==> src/design/qkd_pkg.sv <==
// ----------------------------------------------------------------------------
// qkd_pkg
// Shared types, constants and the quadrature transition table of the knob
// decoder.
// ----------------------------------------------------------------------------
`default_nettype none

package qkd_pkg;

  // Field and counter widths
  localparam int PosWidthDef = 16;        // default position width
  localparam int RegW        = 16;        // width of limit and encoder debounce regs
  localparam int CntW        = 20;        // microsecond counters, button debounce
  localparam int CfgDataW    = 20;        // widest config register
  localparam int CfgIdxW     = 2;

  localparam logic [CntW-1:0] CntMax = {CntW{1'b1}};

  // Register reset values
  localparam logic signed [RegW-1:0] PosMinRst = 16'sd0;
  localparam logic signed [RegW-1:0] PosMaxRst = 16'sd100;
  localparam logic [RegW-1:0]        EncDbRst  = 16'd1000;
  localparam logic [CntW-1:0]        BtnDbRst  = 20'd200000;

  // Item kinds
  typedef enum logic [1:0] {
    KindSample = 2'd0,
    KindPoll   = 2'd1,
    KindZero   = 2'd2,
    KindSet    = 2'd3
  } kind_e;

  // Poll results
  typedef enum logic [1:0] {
    EvNone  = 2'd0,
    EvCw    = 2'd1,
    EvCcw   = 2'd2,
    EvPress = 2'd3
  } event_e;

  // Configuration register indexes
  typedef enum logic [CfgIdxW-1:0] {
    RegPosMin = 2'd0,
    RegPosMax = 2'd1,
    RegEncDb  = 2'd2,
    RegBtnDb  = 2'd3
  } cfg_idx_e;

  // Decoded step of one phase transition
  typedef enum logic [1:0] {
    StepNone = 2'd0,
    StepCcw  = 2'd1,
    StepCw   = 2'd2
  } step_e;

  // Transition table, indexed by {previous phase, new phase}
  localparam logic [1:0] StepLut [16] = '{
    2'd0, 2'd1, 2'd2, 2'd0,
    2'd2, 2'd0, 2'd0, 2'd1,
    2'd1, 2'd0, 2'd0, 2'd2,
    2'd0, 2'd2, 2'd1, 2'd0
  };

  // Configuration register set
  typedef struct packed {
    logic signed [RegW-1:0] pos_min;
    logic signed [RegW-1:0] pos_max;
    logic [RegW-1:0]        enc_db;
    logic [CntW-1:0]        btn_db;
  } cfg_t;

  // One input item
  typedef struct packed {
    kind_e                  kind;
    logic                   pin_a;
    logic                   pin_b;
    logic                   button;
    logic signed [RegW-1:0] new_position;
  } item_t;

  function automatic step_e step_lookup(input logic [3:0] idx);
    logic [1:0] code;
    code = StepLut[idx];
    unique case (code)
      2'd1:    return StepCcw;
      2'd2:    return StepCw;
      default: return StepNone;
    endcase
  endfunction

endpackage

`default_nettype wire

==> src/design/qkd_cfg_regs.sv <==
// ----------------------------------------------------------------------------
// qkd_cfg_regs
// Configuration register file: clamp limits and the two debounce times.
// ----------------------------------------------------------------------------
`default_nettype none

module qkd_cfg_regs (
  input  wire logic                         clk_i,
  input  wire logic                         rst_ni,
  input  wire logic                         cfg_valid_i,
  output logic                              cfg_ready_o,
  input  wire logic [qkd_pkg::CfgIdxW-1:0]  cfg_index_i,
  input  wire logic [qkd_pkg::CfgDataW-1:0] cfg_data_i,
  output qkd_pkg::cfg_t                     cfg_o
);
  import qkd_pkg::*;

  cfg_t cfg_q, cfg_d;

  // Writes are always taken
  assign cfg_ready_o = 1'b1;

  // Register decode
  always_comb begin
    cfg_d = cfg_q;
    if (cfg_valid_i) begin
      unique case (cfg_idx_e'(cfg_index_i))
        RegPosMin: cfg_d.pos_min = cfg_data_i[RegW-1:0];
        RegPosMax: cfg_d.pos_max = cfg_data_i[RegW-1:0];
        RegEncDb:  cfg_d.enc_db  = cfg_data_i[RegW-1:0];
        RegBtnDb:  cfg_d.btn_db  = cfg_data_i[CntW-1:0];
        default:   cfg_d = cfg_q;
      endcase
    end
  end

  always_ff @(posedge clk_i or negedge rst_ni) begin
    if (!rst_ni) begin
      cfg_q.pos_min <= PosMinRst;
      cfg_q.pos_max <= PosMaxRst;
      cfg_q.enc_db  <= EncDbRst;
      cfg_q.btn_db  <= BtnDbRst;
    end else begin
      cfg_q <= cfg_d;
    end
  end

  assign cfg_o = cfg_q;

endmodule

`default_nettype wire

==> src/design/qkd_core.sv <==
// ----------------------------------------------------------------------------
// qkd_core
// Decoder state and the single-pass update for one item: debounce, x4
// transition decode, detent counting, clamping and event flags.
// ----------------------------------------------------------------------------
`default_nettype none

module qkd_core #(
  parameter int POSITION_WIDTH = qkd_pkg::PosWidthDef
) (
  input  wire logic                       clk_i,
  input  wire logic                       rst_ni,
  input  wire logic                       step_en_i,
  input  wire qkd_pkg::item_t             item_i,
  input  wire qkd_pkg::cfg_t              cfg_i,
  output qkd_pkg::event_e                 event_o,
  output logic signed [POSITION_WIDTH-1:0] position_o
);
  import qkd_pkg::*;

  // Clamp arithmetic width: room for either limit set plus one step
  localparam int CW = ((POSITION_WIDTH > RegW) ? POSITION_WIDTH : RegW) + 2;
  localparam logic signed [CW-1:0] PosHi =
    {{(CW-POSITION_WIDTH+1){1'b0}}, {(POSITION_WIDTH-1){1'b1}}};
  localparam logic signed [CW-1:0] PosLo = ~PosHi;

  logic [1:0]                      prev_phase_q, prev_phase_d;
  logic [2:0]                      last_pins_q, last_pins_d;
  logic signed [2:0]               tick_q, tick_d;
  logic signed [POSITION_WIDTH-1:0] pos_q, pos_d;
  logic [CntW-1:0]                 since_enc_q, since_enc_d;
  logic [CntW-1:0]                 since_btn_q, since_btn_d;
  logic                            moved_q, moved_d;
  logic                            dir_q, dir_d;
  logic                            pressed_q, pressed_d;

  logic [CntW-1:0]   enc_inc, btn_inc;
  logic [1:0]        phase;
  logic              enc_ok, btn_ok;
  step_e             step;
  logic signed [3:0] tick_sum;
  logic              detent;
  logic signed [CW-1:0] pos_ext, pos_step, lim_min, lim_max, set_ext;
  logic signed [CW-1:0] step_clamped, set_clamped;
  event_e            ev;

  function automatic logic signed [CW-1:0] clamp(input logic signed [CW-1:0] p,
                                                 input logic signed [CW-1:0] mn,
                                                 input logic signed [CW-1:0] mx);
    logic signed [CW-1:0] r;
    r = p;
    if (r < mn) r = mn;
    if (r > mx) r = mx;
    if (r < PosLo) r = PosLo;
    if (r > PosHi) r = PosHi;
    return r;
  endfunction

  // Saturating microsecond counters, advanced before the compare
  assign enc_inc = (since_enc_q == CntMax) ? CntMax : since_enc_q + 1'b1;
  assign btn_inc = (since_btn_q == CntMax) ? CntMax : since_btn_q + 1'b1;

  // Phase change and debounce qualification
  assign phase  = {item_i.pin_a, item_i.pin_b};
  assign enc_ok = (phase != last_pins_q[2:1]) &&
                  (enc_inc >= {{(CntW-RegW){1'b0}}, cfg_i.enc_db});
  assign btn_ok = last_pins_q[0] && !item_i.button && (btn_inc >= cfg_i.btn_db);
  assign step   = step_lookup({prev_phase_q, phase});

  // Tick accumulate and detent detect
  assign tick_sum = {tick_q[2], tick_q} + ((step == StepCw) ? 4'sd1 : -4'sd1);
  assign detent   = (tick_sum == 4'sd4) || (tick_sum == -4'sd4);

  // Operands for the clamp
  assign pos_ext  = {{(CW-POSITION_WIDTH){pos_q[POSITION_WIDTH-1]}}, pos_q};
  assign pos_step = pos_ext + ((step == StepCw) ? CW'(1) : {CW{1'b1}});
  assign lim_min  = {{(CW-RegW){cfg_i.pos_min[RegW-1]}}, cfg_i.pos_min};
  assign lim_max  = {{(CW-RegW){cfg_i.pos_max[RegW-1]}}, cfg_i.pos_max};
  assign set_ext  = {{(CW-RegW){item_i.new_position[RegW-1]}}, item_i.new_position};

  // Clamped candidates for a detent and for a loaded position
  assign step_clamped = clamp(pos_step, lim_min, lim_max);
  assign set_clamped  = clamp(set_ext, lim_min, lim_max);

  // Next state for one item
  always_comb begin
    prev_phase_d = prev_phase_q;
    last_pins_d  = last_pins_q;
    tick_d       = tick_q;
    pos_d        = pos_q;
    since_enc_d  = since_enc_q;
    since_btn_d  = since_btn_q;
    moved_d      = moved_q;
    dir_d        = dir_q;
    pressed_d    = pressed_q;
    ev           = EvNone;
    unique case (item_i.kind)
      KindSample: begin
        since_enc_d = enc_inc;
        since_btn_d = btn_inc;
        last_pins_d = {item_i.pin_a, item_i.pin_b, item_i.button};
        if (enc_ok) begin
          since_enc_d  = '0;
          prev_phase_d = phase;
          if (step != StepNone) begin
            dir_d  = (step == StepCw);
            tick_d = tick_sum[2:0];
            if (detent) begin
              tick_d  = '0;
              pos_d   = step_clamped[POSITION_WIDTH-1:0];
              moved_d = 1'b1;
            end
          end
        end
        if (btn_ok) begin
          since_btn_d = '0;
          pressed_d   = 1'b1;
        end
      end
      KindPoll: begin
        // Rotation has priority over a press
        if (moved_q) begin
          moved_d = 1'b0;
          ev      = dir_q ? EvCw : EvCcw;
        end else if (pressed_q) begin
          pressed_d = 1'b0;
          ev        = EvPress;
        end
      end
      KindZero: begin
        pos_d  = '0;
        tick_d = '0;
      end
      KindSet: begin
        pos_d  = set_clamped[POSITION_WIDTH-1:0];
        tick_d = '0;
      end
      default: ev = EvNone;
    endcase
  end

  always_ff @(posedge clk_i or negedge rst_ni) begin
    if (!rst_ni) begin
      prev_phase_q <= 2'b11;
      last_pins_q  <= 3'b111;
      tick_q       <= '0;
      pos_q        <= '0;
      since_enc_q  <= '0;
      since_btn_q  <= '0;
      moved_q      <= 1'b0;
      dir_q        <= 1'b0;
      pressed_q    <= 1'b0;
    end else if (step_en_i) begin
      prev_phase_q <= prev_phase_d;
      last_pins_q  <= last_pins_d;
      tick_q       <= tick_d;
      pos_q        <= pos_d;
      since_enc_q  <= since_enc_d;
      since_btn_q  <= since_btn_d;
      moved_q      <= moved_d;
      dir_q        <= dir_d;
      pressed_q    <= pressed_d;
    end
  end

  assign event_o    = ev;
  assign position_o = pos_d;

endmodule

`default_nettype wire

==> src/design/quadrature_knob_decoder.sv <==
// ----------------------------------------------------------------------------
// quadrature_knob_decoder
// x4 quadrature knob decoder with detent clamping, debounce and poll events.
// ----------------------------------------------------------------------------
// Every accepted item gives exactly one result. An item is registered on
// entry, then decoded against the knob state in one pass and written to the
// output register, which presents the result. A new item is taken every
// cycle; the only thing that slows the block is a stalled output
// (out_ready_i low), which holds the result and then the entry register.
// Configuration writes are always ready and take effect on the next cycle;
// write them only while no item is in flight. There is no clearing pass
// after reset.
`default_nettype none

module quadrature_knob_decoder #(
  parameter int POSITION_WIDTH = qkd_pkg::PosWidthDef
) (
  input  wire logic                         clk_i,
  input  wire logic                         rst_ni,
  // Item input
  input  wire logic                         in_valid_i,
  output logic                              in_ready_o,
  input  wire logic [1:0]                   kind_i,
  input  wire logic                         pin_a_i,
  input  wire logic                         pin_b_i,
  input  wire logic                         button_i,
  input  wire logic signed [qkd_pkg::RegW-1:0] new_position_i,
  // Result output
  output logic                              out_valid_o,
  input  wire logic                         out_ready_i,
  output logic [1:0]                        event_res_o,
  output logic signed [POSITION_WIDTH-1:0]  position_o,
  // Configuration writes
  input  wire logic                         cfg_valid_i,
  output logic                              cfg_ready_o,
  input  wire logic [qkd_pkg::CfgIdxW-1:0]  cfg_index_i,
  input  wire logic [qkd_pkg::CfgDataW-1:0] cfg_data_i
);
  import qkd_pkg::*;

  cfg_t   cfg;
  item_t  item_q;
  logic   item_valid_q;
  logic   out_valid_q;
  logic   advance;
  event_e ev_d, ev_q;
  logic signed [POSITION_WIDTH-1:0] pos_d, pos_q;

  // Handshake: entry register moves into the output register when it is free
  assign advance    = item_valid_q && (!out_valid_q || out_ready_i);
  assign in_ready_o = !item_valid_q || advance;

  // Configuration registers
  qkd_cfg_regs u_cfg (
    .clk_i       (clk_i),
    .rst_ni      (rst_ni),
    .cfg_valid_i (cfg_valid_i),
    .cfg_ready_o (cfg_ready_o),
    .cfg_index_i (cfg_index_i),
    .cfg_data_i  (cfg_data_i),
    .cfg_o       (cfg)
  );

  // Entry register valid
  always_ff @(posedge clk_i or negedge rst_ni) begin
    if (!rst_ni) begin
      item_valid_q <= 1'b0;
    end else if (in_ready_o) begin
      item_valid_q <= in_valid_i;
    end
  end

  // Entry register payload
  always_ff @(posedge clk_i) begin
    if (in_valid_i && in_ready_o) begin
      item_q.kind         <= kind_e'(kind_i);
      item_q.pin_a        <= pin_a_i;
      item_q.pin_b        <= pin_b_i;
      item_q.button       <= button_i;
      item_q.new_position <= new_position_i;
    end
  end

  // Decoder state and update
  qkd_core #(
    .POSITION_WIDTH (POSITION_WIDTH)
  ) u_core (
    .clk_i      (clk_i),
    .rst_ni     (rst_ni),
    .step_en_i  (advance),
    .item_i     (item_q),
    .cfg_i      (cfg),
    .event_o    (ev_d),
    .position_o (pos_d)
  );

  // Output register valid
  always_ff @(posedge clk_i or negedge rst_ni) begin
    if (!rst_ni) begin
      out_valid_q <= 1'b0;
    end else if (!out_valid_q || out_ready_i) begin
      out_valid_q <= item_valid_q;
    end
  end

  // Output register payload
  always_ff @(posedge clk_i) begin
    if (advance) begin
      ev_q  <= ev_d;
      pos_q <= pos_d;
    end
  end

  assign out_valid_o = out_valid_q;
  assign event_res_o = ev_q;
  assign position_o  = pos_q;

endmodule

`default_nettype wire

==> config.mk <==
export PLATFORM = sky130hd
export DESIGN_NAME = quadrature_knob_decoder
export DESIGN_NICKNAME = d
export VERILOG_FILES = /design/src/design/qkd_pkg.sv /design/src/design/qkd_cfg_regs.sv /design/src/design/qkd_core.sv /design/src/design/quadrature_knob_decoder.sv
export SDC_FILE = /design/constraint.sdc
export NUM_CORES = 1
export LEC_CHECK = 0
export ABC_CLOCK_PERIOD_IN_PS = 10600
export BUFFER_PORTS_ARGS = -buffer_cell sky130_fd_sc_hd__buf_2
export CAP_MARGIN = 10
export CORE_UTILIZATION = 45
export DETAILED_ROUTE_END_ITERATION = 10
export PLACE_DENSITY = 0.68
export SETUP_SLACK_MARGIN = 0.1
export SYNTH_ARGS = -nofsm -noshare
export SYNTH_HDL_FRONTEND = slang
export SYNTH_SLANG_ARGS = --single-unit
==> constraint.sdc <==
create_clock -name clk_i -period 10.6 [get_ports clk_i]
set_input_delay 1.59 -clock clk_i [delete_from_list [all_inputs] [get_ports clk_i]]
set_output_delay 1.59 -clock clk_i [all_outputs]
set_load 0.01 [all_outputs]
Word-level counts from Yosys, hierarchy flattened

Memory sizes are Yosys's and may differ from the RTL's.
Cells that the tools add are included.

Register bits after elaboration: 176
ROM bits: 32
Bits of input ports: 48
Output and inout bits: 21
Word-level logic and storage cells: 120
Memories: 1

Add/subtract/negate cells: 4
$lt $le $gt $ge: 11
Equal/unequal tests: 19
Multiplexer cells: 35
Bitwise operators: 1
Reduce and logical (&&, ||, !) cells: 27

Memory list:

| memory          | words | bits a word | read ports | clocked after Yosys merged registers in | write ports | RTL line      | RTL |
|---|---|---|---|---|---|---|---|
| (no name shown) | 16    | 2           | 1          | 0                                       | 0           | qkd_pkg.sv:83 | `code = StepLut[idx];` |

Operators by type and width:

| cell                  | number |
|---|---|
| $mux 18               | 7 |
| $mux 16               | 5 |
| $mux 20               | 4 |
| $pmux 16 s3           | 1 |
| $add 20x1->20 const B | 2 |
| $eq 20x20->1 const B  | 2 |
| $gt 18x16->1          | 2 |
| $gt 18x16->1 const B  | 2 |
| $lt 18x16->1 const B  | 2 |
| $ge 20x16->1          | 1 |
| $ge 20x20->1          | 1 |
| $add 18x18->18        | 1 |
| $lt 18x16->1          | 1 |
| $lt 16x16->1          | 1 |
| $eq 2x2->1 const B    | 6 |
| $reduce_and 4->1      | 3 |
| $mux 2                | 5 |
| $reduce_and 2->1      | 5 |
| $mux 3                | 3 |
| $ne 2x1->1 const B    | 4 |
| $eq 2x1->1 const B    | 3 |
| $pmux 3 s2            | 1 |
| $reduce_bool 2->1     | 3 |
| $ge 5x5->1 const B    | 1 |
| 17 further kinds      | 31 |

Longest topological paths before layout

Gate-level depths: netlist of the first run.

Depth after elaboration: 21
Depth in mapped cells: 39
Mapped depth without buffers: 33

Cells and area by module

A second synthesis of the first run with hierarchy kept.

Cell total of the unflattened synthesis: 1323
Area, all modules: 12527.0 um2

Modules (own cells, without submodules):

| module                  | times used | cells an instance | area each (um2) | seq. area each (um2) |
|---|---|---|---|---|
| qkd_core                | 1          | 1129              | 8665.8          | 1682.9 |
| qkd_cfg_regs            | 1          | 147               | 2586.2          | 1720.4 |
| quadrature_knob_decoder | 1          | 47                | 1275.0          | 1221.2 |

Worst setup path before layout of the first run

No wires, ideal clock.

Path kind: reg2reg
Start point: reg u_core.prev_phase_q[1]
End point: reg pos_q[0] (netlist: position_o[0]), data pin
Setup time: 0.157 ns
Arrival: 7.636 ns
Required time: 10.443 ns
Path slack: 2.807 ns
Stages on the path, launching flop included: 38
Buffers on the path: 7
Clock period less this slack: 7.793 ns
Cells stage by stage: dfstp_2 -> xor2_1 -> nand2_1 -> ha_1 -> inv_1 -> ha_1 -> a21o_2 -> a21oi_1 -> or3_1 -> o21a_1 -> o21a_1 -> xnor2_1 -> ha_1 -> nand4_2 -> nor4_1 -> o21ai_1 -> a31oi_2 -> buf_6 -> [2 not listed] -> mux2_2 -> ha_1 -> nand4_1 -> nor3_1 -> o32ai_1 -> a221o_1 -> and2_0 -> buf_2 -> buf_1 -> a41oi_1 -> ha_1 -> buf_1 -> a21oi_1 -> o211ai_4 -> xnor2_2 -> o21ai_4 -> buf_6 -> a32oi_1

Cells in the longest elaborated chain, start to end: 21
Elaborated cells on any way between the ends: 28
Classes of those cells: add/sub (2); order compare (4); eq/ne (5); mux (13); bitwise (1); reduce/logical (2); memory (1)

RTL lines:

| item                                        | RTL line                       | RTL |
|---|---|---|
| from (decl)                                 | qkd_core.sv:27                 | `logic [1:0] prev_phase_q, prev_phase_d;` |
| from (signal assigned)                      | qkd_core.sv:154                | `prev_phase_q <= prev_phase_d;` |
| $not 4->5 (implied by the code) *           | qkd_pkg.sv:83                  |  |
| $mem_v2 16x2 *                              | -                              |  |
| $mux 2 (implied by the code) * (2 in a row) | qkd_pkg.sv:83                  |  |
| $eq 2x2->1 or $eq 2x1->1 (tied branches)    | qkd_pkg.sv:84                  | `unique case (code)` |
| $pmux 2 s2 *                                | qkd_pkg.sv:84                  |  |
| $eq 2x2->1                                  | qkd_core.sv:71, qkd_core.sv:76 |  |
| $mux 18                                     | qkd_core.sv:76                 | `assign pos_step = pos_ext + ((step == StepCw) ? CW'(1) : {CW{1'b1}});` |
| $add 18x18->18                              | qkd_core.sv:76                 |  |
| [5 not listed]                              | -                              |  |
| $mux 18                                     | qkd_core.sv:54                 | `if (r < PosLo) r = PosLo;` |
| $gt 18x16->1                                | qkd_core.sv:55                 | `if (r > PosHi) r = PosHi;` |
| $mux 16                                     | qkd_core.sv:55                 |  |
| $mux 16                                     | qkd_core.sv:108                | `if (detent) begin` |
| $mux 16 *                                   | qkd_core.sv:105                | `if (step != StepNone) begin` |
| $mux 16 *                                   | qkd_core.sv:102                | `if (enc_ok) begin` |
| $pmux 16 s3 *                               | qkd_core.sv:97                 | `unique case (item_i.kind)` |
| named net pos_d[0]                          | quadrature_knob_decoder.sv:47  | `logic signed [POSITION_WIDTH-1:0] pos_d, pos_q;` |
| to (signal assigned)                        | quadrature_knob_decoder.sv:110 | `pos_q <= pos_d;` |
| to (decl)                                   | quadrature_knob_decoder.sv:47  |  |

Mark *: on every way through the listed nets, which the timed path passes. The rest lies on a longest branch. The select of a mux whose other input is x is not followed.
A chain may end at the register's enable or synchronous reset.

Worst setup path after layout of the first run

Start point: reg u_core.prev_phase_q[1]
End point: reg pos_q[8] (netlist: position_o[8]), data pin

Same word-level chain as after synthesis.

==> impl_results.md, run 1 <==
- Slowest-stage cell, CP: dfstp_2
- Final-report hold violation count: 0
- Finished Core Util: 51.14%
- Worst-skew pair later-pin latency: 0.44 ns
- Antenna viol nets, final: 0
- Max Transition Viols Final: 0
- Max-slew headroom: 18.71%
- Drt drc: 0
- FP Rows: 60
- Worst setup SP type: register
- Critical path type: reg -> reg
- Cells on worst reg2reg path: 31
- Post-Route Skew: 0.01628 ns
- Combinational share of power: 64.0%
- Max Freq: 106.0 MHz
- Non-filler instance count after layout: 1,758
- VDD IR max: 0.0002820 V
- Vias per std cell: 5.933
- Initial Util: 46.27%
- Power Total: 4.519 mW
- Synth top cells by count: nand2_1 (164), ha_1 (124), dfrtp_1 (117), mux2_2 (94), inv_1 (89)
- Pint: 2.238 mW
- Max_cap viols: 0
- Synth area leaders: dfrtp_1 (23%), ha_1 (12%), edfxtp_1 (9.3%)
- First-pass GRT wire length: 55.30 mm
- Critical Path RT: 10.74 ns
- Setup Viol. Count Final: 0
- Drt initial violations: 820
- CTS H-tree depth: 4
- Most common cell in the netlist: nand2_1
- Post-synthesis simple-gate area fraction: 14.93%
- Share of flip-flops with an asynchronous set or reset: 77.84%
- Grt total ovfl: 0
- Worst-path fanout max: 19
- Post-synth top area share: 23.28%
- 1st-pass router iterations: 6
- HPWL after detailed placement: 26.10 mm
- Post-Route WL: 34.51 mm
- Crit-path max cell delay: 0.54 ns
- Clock Sinks: 176
- I/O pin count: 69
- Number of CTS-inserted buffers: 17
- CTS tree: built
- WHS Path Cells: 2
- Cells after synthesis: 1,329
- Leakage Power: 6.317 nW
- CTS clk-pin slew, worst paths: 0.09 ns
- Main synth FF type: dfrtp_1
- ANT cells: 0
- Main combinational cell family by area after synthesis: compound AO/OA/AOI/OAI gates
- Routability cong.: 0.9547
- Crit path DAT: 9.58 ns
- Die area: 28,620 µm²
- Port-buffer cells: 67
- Post-synthesis register bit count: 176
- Pwr dens: 325.2 nW/µm²
- Worst-Margin Slew: 1.219 ns
- Biggest area consumer among synthesized cells: dfrtp_1
- Final period utilization: 89.03%
- Sequential share of the synthesized area: 36.78%
- CORE AREA: 27,180 µm²
- Clock Power Share: 15.2%
- Synthesized area per cell: 9.462 µm²
- Largest buffer count on any clock path: 2
- Xor and xnor fraction of the mapped netlist area: 3.134%
- Setup TNS Final: 0 ns
- Hold_ws: 0.4642 ns
- Syn Nets: 1,503
- Worst hold path type: reg -> reg
- Setup crit end kind: register
- Share of cells above drive strength 1: 17.89%
- Number of synthesis warnings: 0
- RSZ-0062 raised after global routing: false
- Vias in the first global route: 10,070
- Fin crit period: 9.437 ns
- Mux cell area share after synthesis: 9.104%
- Switching pwr: 2.281 mW
- Setup bufs post-CTS: 0
- Sw Share: 50.47%
- Via count: 10,431
- Root Driver: clkbuf_16
- Synthesized cell area: 12,570 µm²
- Die width: 169.2 µm
- Run status: finished, final reports clean
- Die Ht: 169.2 µm
- # hold bufs at CTS: 0
- Post-synth EDFFs: 39
- Post-synthesis adder-cell area fraction: 12.66%
- Area delta synth->final: 10.52%
- Avg WL per Cell: 19.63 µm
- Largest net degree at the start of global routing: 81
- Total GRT Usage: 24.88%
- Initial antenna violation count: 0
- Most frequent cell on the critical path: ha_1
- Sequential Power Share: 20.8%
- Nets: 1,547
- Synth cell types: 84
- Synth Area in Compound Gates: 18.74%
- Cell count after placement: 1,726
[cells in the final DEF (no fill, tap or decap), types with 8 or more instances in the layout]
cell,instances
o21ai_0,77
nand2_1,164
inv_1,89
a31oi_1,19
edfxtp_1,39
and3_1,15
nor3_1,19
xnor2_1,19
nand3_1,28
o21a_1,8
a41oi_1,8
a21o_1,29
mux2_2,94
nand2b_1,28
a211oi_1,17
and2_1,10
clkbuf_16,19
a22o_1,12
nand4_1,23
a21oi_1,74
nor2_1,67
nor2b_1,9
buf_2,66
buf_4,12
xor2_1,21
o21ai_1,8
dfrtp_1,117
a222oi_1,11
ha_1,124
and4_1,9
dfstp_2,20
[metrics by stage]
stage	instance area, µm²	setup slack, ns
3_3_place_gp	13240	1.428
6_report	13900	1.163
3_5_place_dp	13240	1.066
2_1_floorplan	12570	2.807
5_1_grt	13900	0.2934
4_1_cts	13900	1.060
[power groups by stage]
stage	clock network [mW]	registers, mW	logic (mW)
after floorplan	0	0.907	2.17
after global routing	0.722	0.956	3.15
final	0.686	0.940	2.89
after global placement	0	0.948	2.77
after detailed placement	0	0.951	2.80
after CTS	0.699	0.938	2.82
[layer usage]
layer / up-vias / routed length, µm / global-route usage [%]
li1: 4963 / - / -
met1: 5039 / 16110 / 35.96
met2: 381 / 14690 / 36.73
met3: 48 / 2865 / 5.550
met4: 0 / 847 / 7.991
met5: - / 0 / 0
[final cells by class]
cell class              count  area, µm²
repair buffers             79      431.7
inverters                  91      341.6
clock buffers              19      475.5
well taps                 372      465.4
multi-input cells        1008       7381
flip-flops and latches    176       4624
fillers                  2558      13280
clock inverters            13      177.7
[kinds of logic (layout without fill, tap and decap cells)]
kind of cell    count (synthesis)  in the layout
buf+inv                       145            202
mux                           102            102
xor+xnor                       42             42
other cells                     1              1
compound gates                342            342
fa+ha+maj                     126            126
flops                         176            176
simple gates                  395            395
[sequential cells by signal (all words and copies together) (netlist names)]
signal,count
position_o,16
u_core.tick_q,3
u_core.since_btn_q,20
u_core.dir_q,1
out_valid_o,1
u_cfg.cfg_o,68
u_core.moved_q,1
u_core.last_pins_q,3
item_valid_q,1
item_q,21
u_core.prev_phase_q,2
u_core.since_enc_q,20
u_core.pos_q,16
u_core.pressed_q,1
event_res_o,2
[critical path: cells and delay by family, from the launching register on]
| family | cells | cell delay, ns |
|---|---|---|
| buffers and inverters | 2 | 0.87 |
| adder cells (fa/ha/maj) | 5 | 1.72 |
| multiplexers | 1 | 0.40 |
| AO/OA/AOI/OAI | 13 | 3.72 |
| flip-flops | 1 | 0.54 |
| XOR/XNOR | 2 | 0.25 |
| AND/OR/NAND/NOR | 8 | 1.60 |
[final timing paths]
path / startpoint / endpoint / slack, ns
max reg2reg: u_core.prev_phase_q[1] / position_o[8] / 1.16
min: u_core.last_pins_q[0] / u_core.last_pins_q[0] / 0.46
min reg2reg: u_core.last_pins_q[0] / u_core.last_pins_q[0] / 0.46
max: u_core.prev_phase_q[1] / position_o[8] / 1.16
max in group asynchronous: rst_ni / u_core.pos_q[7] / 8.10
min in group asynchronous: rst_ni / u_core.since_btn_q[18] / 1.20
[timing repair]
action / in CTS / in global routing
resized for setup: 0 / 1
endpoints found under the hold margin: 0 / 0
endpoints found under the setup margin: 0 / 2
Power figures use the tool's default switching activity.
==> run 2: changes to the inputs <==
--- a/config.mk
+++ b/config.mk
@@ -6,7 +6,7 @@
 export NUM_CORES = 1
 export LEC_CHECK = 0
 export ABC_CLOCK_PERIOD_IN_PS = 10600
-export BUFFER_PORTS_ARGS = -buffer_cell sky130_fd_sc_hd__buf_2
+export BUFFER_PORTS_ARGS = -buffer_cell sky130_fd_sc_hd__buf_4
 export CAP_MARGIN = 10
 export CORE_UTILIZATION = 45
 export DETAILED_ROUTE_END_ITERATION = 10
@@ -14,4 +14,5 @@
 export SETUP_SLACK_MARGIN = 0.1
 export SYNTH_ARGS = -nofsm -noshare
 export SYNTH_HDL_FRONTEND = slang
+export SYNTH_HIERARCHICAL = 1
 export SYNTH_SLANG_ARGS = --single-unit
==> run 2 against run 1 <==
Die area down 0.37%. Count of clock-buffer cells in the layout down 1. Synthesized area down 0.38%. First-iteration DRC count up 8.8%. Cell area up 0.61%. Fmax down 3.6%. Flip-flop and latch count unchanged. Clock skew up 0.0035 ns. Non-clock buffer count up 1. Highest routed layer unchanged.
==> impl_results.md, run 2 <==
- Hold_sp: u_core/last_pins_q[1]
- Synthesized area per cell: 9.469 µm² (about the same)
- I/O pin count: 69 (unchanged)
- Vias per std cell: 5.753 (-3.0%)
- Max Freq: 102.2 MHz (-3.6%)
- Initial Util: 46.22% (-0.047 points)
- Share of flip-flops with an asynchronous set or reset: 77.84% (unchanged)
- Post-synth top area share: 23.37% (+0.088 points)
- Max FFs per register: 68 (unchanged)
- Biggest area consumer among synthesized cells: dfrtp_1
- Worst reg2reg startpoint: item_q[17]
- Drt initial violations: 892 (+8.8%)
- WHS Path Cells: 2 (unchanged)
- CTS tree: built
- Area delta synth->final: 11.62%
- Slowest-stage cell, CP: a211o_2
- Post-synth EDFFs: 39 (unchanged)
- Max_cap viols: 0 (unchanged)
- Worst setup SP type: register
- Cells after synthesis: 1,323 (-0.45%)
- Root Driver: clkbuf_16
- ANT cells: 0 (unchanged)
- Post-Route Skew: 0.01978 ns (+0.003503 ns)
- Worst-path fanout max: 20 (+1)
- Die Ht: 168.8 µm (-0.19%)
- R2R Path End: position_o[14]
- Worst-Margin Slew: 1.139 ns (-0.08070 ns)
- Antenna viol nets, final: 0 (unchanged)
- Syn Nets: 1,498 (-0.33%)
- Run status: finished, final reports clean
- Worst-skew pair later-pin latency: 0.45 ns (about the same)
- Post-synthesis register bit count: 176 (unchanged)
- Fin crit period: 9.785 ns (+0.3480 ns)
- Main synth FF type: dfrtp_1
- Drt drc: 0 (unchanged)
- Critical Path RT: 10.78 ns (+0.04 ns)
- # hold bufs at CTS: 0 (unchanged)
- Synthesized cell area: 12,530 µm² (-0.38%)
- Commonest cells after routing, fill and taps aside: nand2_1 (151), ha_1 (125), dfrtp_1 (117)
- Avg WL per Cell: 19.87 µm (+1.2%)
- First-pass GRT wire length: 54.03 mm (-2.3%)
- Die width: 168.8 µm (-0.19%)
- Initial antenna violation count: 0 (unchanged)
- Max-slew headroom: 23.88% (+5.2 points)
- Most common cell in the netlist: nand2_1
- Final period utilization: 92.31% (+3.3 points)
- Max Transition Viols Final: 0 (unchanged)
- HPWL after detailed placement: 26.40 mm (+1.2%)
- CTS H-tree depth: 4 (unchanged)
- Number of CTS-inserted buffers: 17 (unchanged)
- Grt total ovfl: 0 (unchanged)
- Nets: 1,547 (unchanged)
- Crit path DAT: 9.97 ns (+0.39 ns)
- Vias in the first global route: 9,604 (-4.6%)
- Setup crit end kind: register
- Total GRT Usage: 24.96% (+0.082 points)
- FP Rows: 60 (unchanged)
- CTS clk-pin slew, worst paths: 0.07 ns (-0.02 ns)
- Number of synthesis warnings: 6 (+6)
- CORE AREA: 27,100 µm² (-0.28%)
- Synth cell types: 88 (+4.8%)
- Sequential share of the synthesized area: 36.92% (+0.14 points)
- Die area: 28,510 µm² (-0.37%)
- Most frequent cell on the critical path: ha_1
- Worst hold path endpoint: u_core/last_pins_q[1]
- Via count: 10,108 (-3.1%)
- Synth top cells by count: nand2_1 (151), ha_1 (125), dfrtp_1 (117), inv_1 (101), mux2_2 (94)
- Reg2Reg Setup Slack: 0.81 ns (-0.35 ns)
- Crit-path max cell delay: 0.52 ns (-0.02 ns)
- Setup Viol. Count Final: 0 (unchanged)
- Post-Route WL: 34.91 mm (+1.2%)
- Setup TNS Final: 0 ns (unchanged)
- Final-report hold violation count: 0 (unchanged)
- Largest net degree at the start of global routing: 78 (-3.7%)
- Routability cong.: 0.9923 (+3.9%)
- Clock Sinks: 176 (unchanged)
- Commonest non-fill, non-tap cell in the layout: nand2_1
- Worst hold path type: reg -> reg
- Port-buffer cells: 67 (unchanged)
- Largest buffer count on any clock path: 2 (unchanged)
- Critical path type: reg -> reg
- Cells on worst reg2reg path: 34 (+9.7%)
- RSZ-0062 raised after global routing: false
- Share of cells above drive strength 1: 18.99% (+1.1 points)
- 1st-pass router iterations: 5 (-1)
- Synth area leaders: dfrtp_1 (23%), ha_1 (12%), edfxtp_1 (9.3%)
run 2: worst max-delay path by stage:
stage                                 to  cells after the start  slack [ns]                   start
after floorplan            position_o[4]                     40        1.35  u_core/prev_phase_q[1]
after global placement     position_o[8]                     34        0.70  u_core/prev_phase_q[1]
after detailed placement   position_o[6]                     34        0.69  u_core/prev_phase_q[1]
after CTS                  position_o[6]                     34        0.66  u_core/prev_phase_q[1]
after global routing       position_o[6]                     34        0.16              item_q[17]
final                     position_o[14]                     34        0.81              item_q[17]
run 2: per-stage QoR:
stage | cells | hold slack [ns] | area, µm² | setup slack, ns | util [%]
final | 1757 | 0.4650 | 13980 | 0.8149 | 51.59
after global routing | 1757 | 0.4942 | 13980 | 0.1591 | 51.59
after CTS | 1755 | 0.4688 | 13960 | 0.6638 | 51.51
after detailed placement | 1723 | 0.4579 | 13350 | 0.6875 | 49.27
after global placement | 1723 | 0.4532 | 13350 | 0.7023 | 49.27
after floorplan | 1323 | 0.4461 | 12530 | 1.352 | -
run 2: layout make-up:
type / instances / area (µm²)
sequential: 176 / 4624
clock buffer: 18 / 439.2
timing repair buffer: 80 / 604.3
clock inverter: 14 / 166.4
tap: 372 / 465.4
fill: 2499 / 13120
multi-input combinational: 995 / 7296
inverter: 102 / 386.6
run 2: logic make-up after synthesis:
kind of cell	after synthesis	share of synthesized area [%]
AOI/OAI and AO/OA	314	17.03
xor gates and xnor gates	46	3.216
adders and majority gates	127	12.80
buffers and inverters	152	4.944
DFF	176	36.92
muxes	111	9.808
other	1	0.02994
and+or+nand+nor	396	15.25
run 2: worst max-delay path, delay by kind of cell (launching register included):
family | cells | cell delay, ns
adders and majority gates | 5 | 1.82
and+or+nand+nor | 6 | 1.46
xor gates and xnor gates | 2 | 0.44
buffers and inverters | 2 | 0.50
AOI/OAI and AO/OA | 19 | 4.80
DFF | 1 | 0.45
run 2: timing repair:
action | in CTS | in global routing
setup endpoints to repair | 0 | 18
gates resized for setup | 0 | 3
buffers inserted | 0 | 2
run 2: routing by layer:
metal | up-vias | global-route usage (%) | part of all wire, %
met3 | 46 | 3.881 | 4.8
met2 | 264 | 39.53 | 46
met5 | - | 0 | 0
met1 | 4937 | 34.70 | 47
met4 | 0 | 8.617 | 2.6
li1 | 4861 | - | -
Power of run 2 is not shown: default switching activity piles up to over one toggle a cycle in this logic, so the estimate is an artifact.
